File: config.mk
export PLATFORM = sky130hd
export DESIGN_NAME = tli_div
export DESIGN_NICKNAME = d
export VERILOG_FILES = /design/src/rtl/core/tli_pkg.sv /design/src/rtl/core/tli_div.sv
export SDC_FILE = /design/constraint.sdc
export NUM_CORES = 1
export LEC_CHECK = 0
export BUFFER_PORTS_ARGS = -buffer_cell sky130_fd_sc_hd__buf_2
export CAP_MARGIN = 15
export CORE_MARGIN = 8
export CORE_UTILIZATION = 55
export DETAILED_ROUTE_END_ITERATION = 10
export GPL_ROUTABILITY_DRIVEN = 0
export PLACE_DENSITY_LB_ADDON = 0.15
export SLEW_MARGIN = 20
export SYNTH_ARGS = -nofsm -noshare
export SYNTH_HDL_FRONTEND = slang
export SYNTH_SLANG_ARGS = --single-unit
File: constraint.sdc
create_clock -name clk -period 3.04 [get_ports clk]
set_clock_uncertainty 0.05 [all_clocks]
set_input_delay 0.304 -clock clk [delete_from_list [all_inputs] [get_ports clk]]
set_output_delay 0.304 -clock clk [all_outputs]
set_load 0.01 [all_outputs]
File: src/rtl/core/tli_pkg.sv
// Shared widths and defaults for the table linear interpolator.
`default_nettype none

package tli_pkg;

	localparam int TABLE_POINTS_DEF = 64;

	localparam int KEY_W  = 32;
	localparam int VAL_W  = 24;
	localparam int CFG_W  = 7;
	localparam int IDX_W  = 6;
	localparam int OUT_W  = 32;
	localparam int PROD_W = KEY_W + VAL_W;
	localparam int RES_W  = PROD_W + 3;

endpackage

`default_nettype wire

File: src/rtl/core/tli_div.sv
// Restoring unsigned divider that produces one quotient bit per cycle.
`default_nettype none

module tli_div (
	input  wire logic                       clk,
	input  wire logic                       arst_n,
	input  wire logic                       start,
	input  wire logic [tli_pkg::PROD_W-1:0] dividend,
	input  wire logic [tli_pkg::KEY_W-1:0]  divisor,
	output logic                            done,
	output logic      [tli_pkg::PROD_W-1:0] quotient
);

	localparam int DVD_W = tli_pkg::PROD_W;
	localparam int DVS_W = tli_pkg::KEY_W;
	localparam int CNT_W = $clog2(DVD_W + 1);

	logic [DVD_W-1:0] dvd_q;
	logic [DVS_W-1:0] dvs_q;
	logic [DVS_W-1:0] rem_q;
	logic [CNT_W-1:0] cnt_q;
	logic             running_q;
	logic             done_q;
	logic [DVS_W:0]   shifted;
	logic [DVS_W:0]   trial;
	logic             ge;

	assign shifted = {rem_q, dvd_q[DVD_W-1]};
	assign trial   = shifted - {1'b0, dvs_q};
	assign ge      = shifted >= {1'b0, dvs_q};

	always_ff @(posedge clk or negedge arst_n) begin
		if (!arst_n) begin
			running_q <= 1'b0;
			done_q    <= 1'b0;
			cnt_q     <= '0;
		end else begin
			done_q <= 1'b0;
			if (start) begin
				running_q <= 1'b1;
				cnt_q     <= CNT_W'(DVD_W);
			end else if (running_q) begin
				cnt_q <= cnt_q - 1'b1;
				if (cnt_q == CNT_W'(1)) begin
					running_q <= 1'b0;
					done_q    <= 1'b1;
				end
			end
		end
	end

	always_ff @(posedge clk) begin
		if (start) begin
			dvd_q <= dividend;
			dvs_q <= divisor;
			rem_q <= '0;
		end else if (running_q) begin
			rem_q <= ge ? trial[DVS_W-1:0] : shifted[DVS_W-1:0];
			dvd_q <= {dvd_q[DVD_W-2:0], ge};
		end
	end

	assign done     = done_q;
	assign quotient = dvd_q;

endmodule

`default_nettype wire

---- After elaboration in Yosys (flattened, before gate mapping) ----
Cells that the tools add are included.
W data, S select, Z words.
word-level totals
  register bits ........................... 128
  output and inout port bits .............. 57
operators by class
  $add $sub $neg .......................... 2
  magnitude comparators ................... 1
  eq/ne operators ......................... 1
  mux-type cells .......................... 11
  reduce and logical (&&, ||, !) cells .... 1
operators with widths
  kind                   count
  $mux W56               2
  $ge A33 B32 Y1         1
  $mux W32               1
  $sub A32 B32 Y32       1
  $mux W6                2
  $eq A6 B1 Y1 const B   1
  $mux W1                6
  $sub A6 B1 Y6 const B  1
  $reduce_bool A2 Y1     1

---- Logic depth before layout (Yosys ltp) ----
  depth after elaboration ................. 4
  mapped depth ............................ 13

---- Worst setup path after synthesis ----
No wires, ideal clock.
  path kind ............................... register -> register
  start ................................... register dvd_q[55] (netlist: quotient[55])
  end ..................................... register rem_q[24]
  setup time .............................. 0.088 ns
  data arrival time ....................... 2.756 ns
  path slack .............................. 0.146 ns
  stages on the path, launching flop included .. 12
  buffers on the path ..................... 0
  period minus slack after synthesis ...... 2.894 ns
  cell sequence ........................... edfxtp_1 inv_1 ha_1 fa_1 nor2b_4 o31ai_2 a31oi_1 a221o_1 a2111oi_4 nor3_1 or3b_1 a311oi_2
on the way
  word-level cells in the longest chain between the ends .. 2
  elaborated cells between the ends (all ways) .. 3
  those cells by class .................... 1 x add/sub; 1 x order compare; 1 x mux
ends and longest elaborated chain
  element                                                    RTL line                      source
  start, declared                                            tli_div.sv:18                 logic [DVD_W-1:0] dvd_q;
  start signal, assigned                                     tli_div.sv:54                 dvd_q <= dividend;
  start signal, assigned                                     tli_div.sv:59                 dvd_q <= {dvd_q[DVD_W-2:0], ge};
  $sub A32 B32 Y32 / $ge A33 B32 Y1 (equally long branches)  tli_div.sv:29, tli_div.sv:30
  $mux W32 (*)                                               tli_div.sv:58                 rem_q <= ge ? trial[DVS_W-1:0] : shifted[DVS_W-1:0];
  end signal, assigned                                       tli_div.sv:58
  end, declared                                              tli_div.sv:20                 logic [DVS_W-1:0] rem_q;
Mark *: on every way between the ends. The rest lies on a longest branch, timed or not.
A chain may end at the register's enable or synchronous reset.

---- Worst setup path after layout ----
  start ................................... register dvs_q[1]
  end ..................................... register rem_q[29]
on the way
  word-level cells in the longest chain between the ends .. 2
  elaborated cells between the ends (all ways) .. 3
  those cells by class .................... 1 x add/sub; 1 x order compare; 1 x mux
ends and longest elaborated chain
  element                                                    RTL line                      source
  start, declared                                            tli_div.sv:19                 logic [DVS_W-1:0] dvs_q;
  start signal, assigned                                     tli_div.sv:55                 dvs_q <= divisor;
  $sub A32 B32 Y32 / $ge A33 B32 Y1 (equally long branches)  tli_div.sv:29, tli_div.sv:30
  $mux W32 (*)                                               tli_div.sv:58
Marked as above.

==> flow_summary.yaml <==
critical_path:
  worstPathRequired_ns: 3.32
  regToRegEndpoint: "rem_q[29]"
  start_kind: "register"
  worstSetupPathType: "reg2reg"
  critPathArrivalTime_ns: 3.25
  rr_startpoint: "dvs_q[1]"
  worstPathMaxFanout: 5
  r2r_slack_ns: 0.07
  worstRegToRegCells: 10
  worstSetupEndpointType: "register"
grt:
  grt_overflow: 0
  antenna_found_initial: 1
  grt_pass1_vias: 6277
  grtUsageTotal_pct: 23.2
  grt_pass1_wl_um: 30700
  grt_start_max_net_pins: 122
power:
  swShare_pct: 35.6
  p_comb_share_pct: 38.3
  p_switching_uw: 2590
  pwr-share-clk_pct: 29.1
  seqPwrFrac_pct: 32.6
  power.leakage_uw: 0.00390
  p_per_area_nw_per_um2: 799
  p_int_uw: 4690
  irDropWorstVdd_v: 0.000580
placement:
  hpwl_um: 13300
  port_buffers: 147
  placed_area_sq_um: 8140
  pre_cts_ws_ns: -0.175
clock_tree:
  worstSkewPairLatency_ns: 0.43
  cts_sinks: 128
  root_buffer: "clkbuf_16"
  tritoncts: "yes"
  clkTransAtPathRegs_ns: 0.06
  htreeDepth: 4
  cts.path.max_buffers: 2
  cts_buffers: 17
floorplan:
  fp.dieH_um: 130
  dieArea_sq_um: 16900
  ios: 148
  rows: 41
  start_util_pct: 56.5
  die_width_um: 130
  core_sq_um: 12700
cells_and_area:
  final_common_cell: "buf_2"
  layout_common_cells: "buf_2 (146), edfxtp_1 (88), nand2_1 (72)"
  nets: 988
  layout-drive-gt1-share_pct: 33.1
  area_growth_pct: 27.3
  design_area_sq_um: 9120
yosys:
  yosysSeqAreaShare_pct: 48.6
  async_reset_ff_share_pct: 6.25
  synth_fp_nets: 803
  syn-cell-area_sq_um: 7160
  syn_inst: 677
  synth_edf_count: 88
  yosysWarningCount: 0
  ys_types: 69
  syn_area_per_cell_sq_um: 10.6
  ys.flop_type: "edfxtp_1"
  ys_seq_elements: 128
timing:
  relSlewSlack_pct: 58.2
  hold_viol: 0
  hold_slack_ns: 0.0141
  worst_pin_slew_ns: 0.626
  rsz0062_at_grt: "yes"
  setup_viol: 0
  drv_slew: 0
  post-route-period-util_pct: 97.8
  finalWorstSetupSlack_ns: 0.0664
  fmax_mhz: 336
  fin_crit_ns: 2.97
worst_hold_path:
  hold_depth: 1
  hp-class: "in2reg"
  holdPathEnd: "dvs_q[15]"
  hold_start: "divisor[15]"
routing:
  dr_total_vias: 5950
  drt-initial-drc-count: 389
  detail_route.wl_per_cell_um: 18.2
  drtPass1Iterations: 5
  drtAntennaViolNets: 0
  drc: 0
  viasPerCell: 5.68
  wl_um: 19100
run_status:
  status: "finished, final reports clean"
run:
  cap_viol_max_count: 0
## sequential cells by signal (all words and copies together), names as in the netlist
signal	cells
done	1
dvs_q	32
rem_q	32
quotient	56
running_q	1
cnt_q	6
## how the worst max path moves through the flow
| stage | end | start | depth (start not counted) |
|---|---|---|---|
| 6_report | rem_q[29] | dvs_q[1] | 10 |
| 5_1_grt | rem_q[29] | dvs_q[1] | 10 |
| 4_1_cts | rem_q[29] | dvs_q[1] | 10 |
| 3_5_place_dp | rem_q[30] | dvs_q[0] | 11 |
| 3_3_place_gp | rem_q[30] | quotient[55] | 12 |
| 2_1_floorplan | rem_q[24] | quotient[55] | 11 |
## critical path: stages, from the launching register on
cell      delay [ns]
edfxtp_1        0.35
inv_1           0.05
ha_1            0.32
nor2b_1         0.17
o31a_1          0.28
o31a_1          0.40
o211ai_4        0.29
a21oi_1         0.15
o21ai_1         0.15
or3b_1          0.41
a311oi_2        0.27
## Yosys cell counts (5+ instances only)
library cell  instances  area share (%)
edfxtp_1             88              37
nand2_1              74             3.9
mux2_2               56             8.8
nor2_1               50             2.6
inv_1                45             2.4
a21oi_1              40             2.8
ha_1                 34             5.9
dfxtp_1              32             8.9
o21ai_0              30             2.1
a311oi_1             21             2.6
clkbuf_1             14            0.73
xnor2_1              14             1.7
nand4_1              12             1.0
nor3_1               12            0.84
xor2_1               11             1.3
buf_2                10            0.70
nand3_1              10            0.70
a21o_1                9            0.94
dfrtp_1               8             2.8
o211ai_1              7            0.73
a211oi_1              6            0.63
nor2b_1               6            0.52
o21a_1                6            0.63
o31a_1                6            0.73
nor4_1                5            0.44
## area by class of cell
class	instances	area (sq um)
clock inverters	15	185
flip-flops and latches	128	3480
well taps	172	215
multi-input cells	468	3400
diodes	1	2.50
repair buffers	201	1230
clock buffers	17	425
inverters	46	173
fillers	990	3550
## layer usage
metal / track usage [%] / up-vias / share of wire [%]
met5: 0 / - / 0
met2: 38.8 / 199 / 48
met3: 10.3 / 32 / 9.8
met1: 25.3 / 2849 / 40
met4: 9.84 / 0 / 2.6
li1: - / 2870 / -
## kinds of logic (layout without fill, tap and decap cells)
group,count (synthesis),after routing,share of synthesized area (%)
AO/OA/AOI/OAI,156,156,15.3
buffers and inverters,81,279,5.05
other,0,1,0
XOR/XNOR,25,25,3.06
adder cells (fa/ha/maj),35,35,6.22
flip-flops,128,128,48.6
multiplexers,59,59,9.22
AND/OR/NAND/NOR,193,193,12.5
## power by group through the flow
stage          registers [uW]  clock network, uW  logic (uW)
5_1_grt                  2410               2220        3060
3_3_place_gp             2390                  0        2520
2_1_floorplan            2390                  0        1850
3_5_place_dp             2400                  0        2580
4_1_cts                  2370               2140        2650
6_report                 2380               2120        2790
## per-stage QoR
stage	cells	utilization (%)	total power, uW	setup TNS (ns)
6_report	1048	72.0	7280	0
5_1_grt	1048	72.0	7690	-0.0965
4_1_cts	1042	71.1	7170	0
3_5_place_dp	986	64.3	4980	-0.177
3_3_place_gp	986	64.3	4910	-0.0989
2_1_floorplan	677	-	4240	0
## what timing repair did
item,4_1_cts,5_1_grt
endpoints found under the setup margin,7,30
setup buffers,0,5
hold buffers,24,0
hold endpoints to repair,31,0
pin swaps,1,5
resized for setup,3,17
No activity file was read; power rests on OpenSTA's default activity.
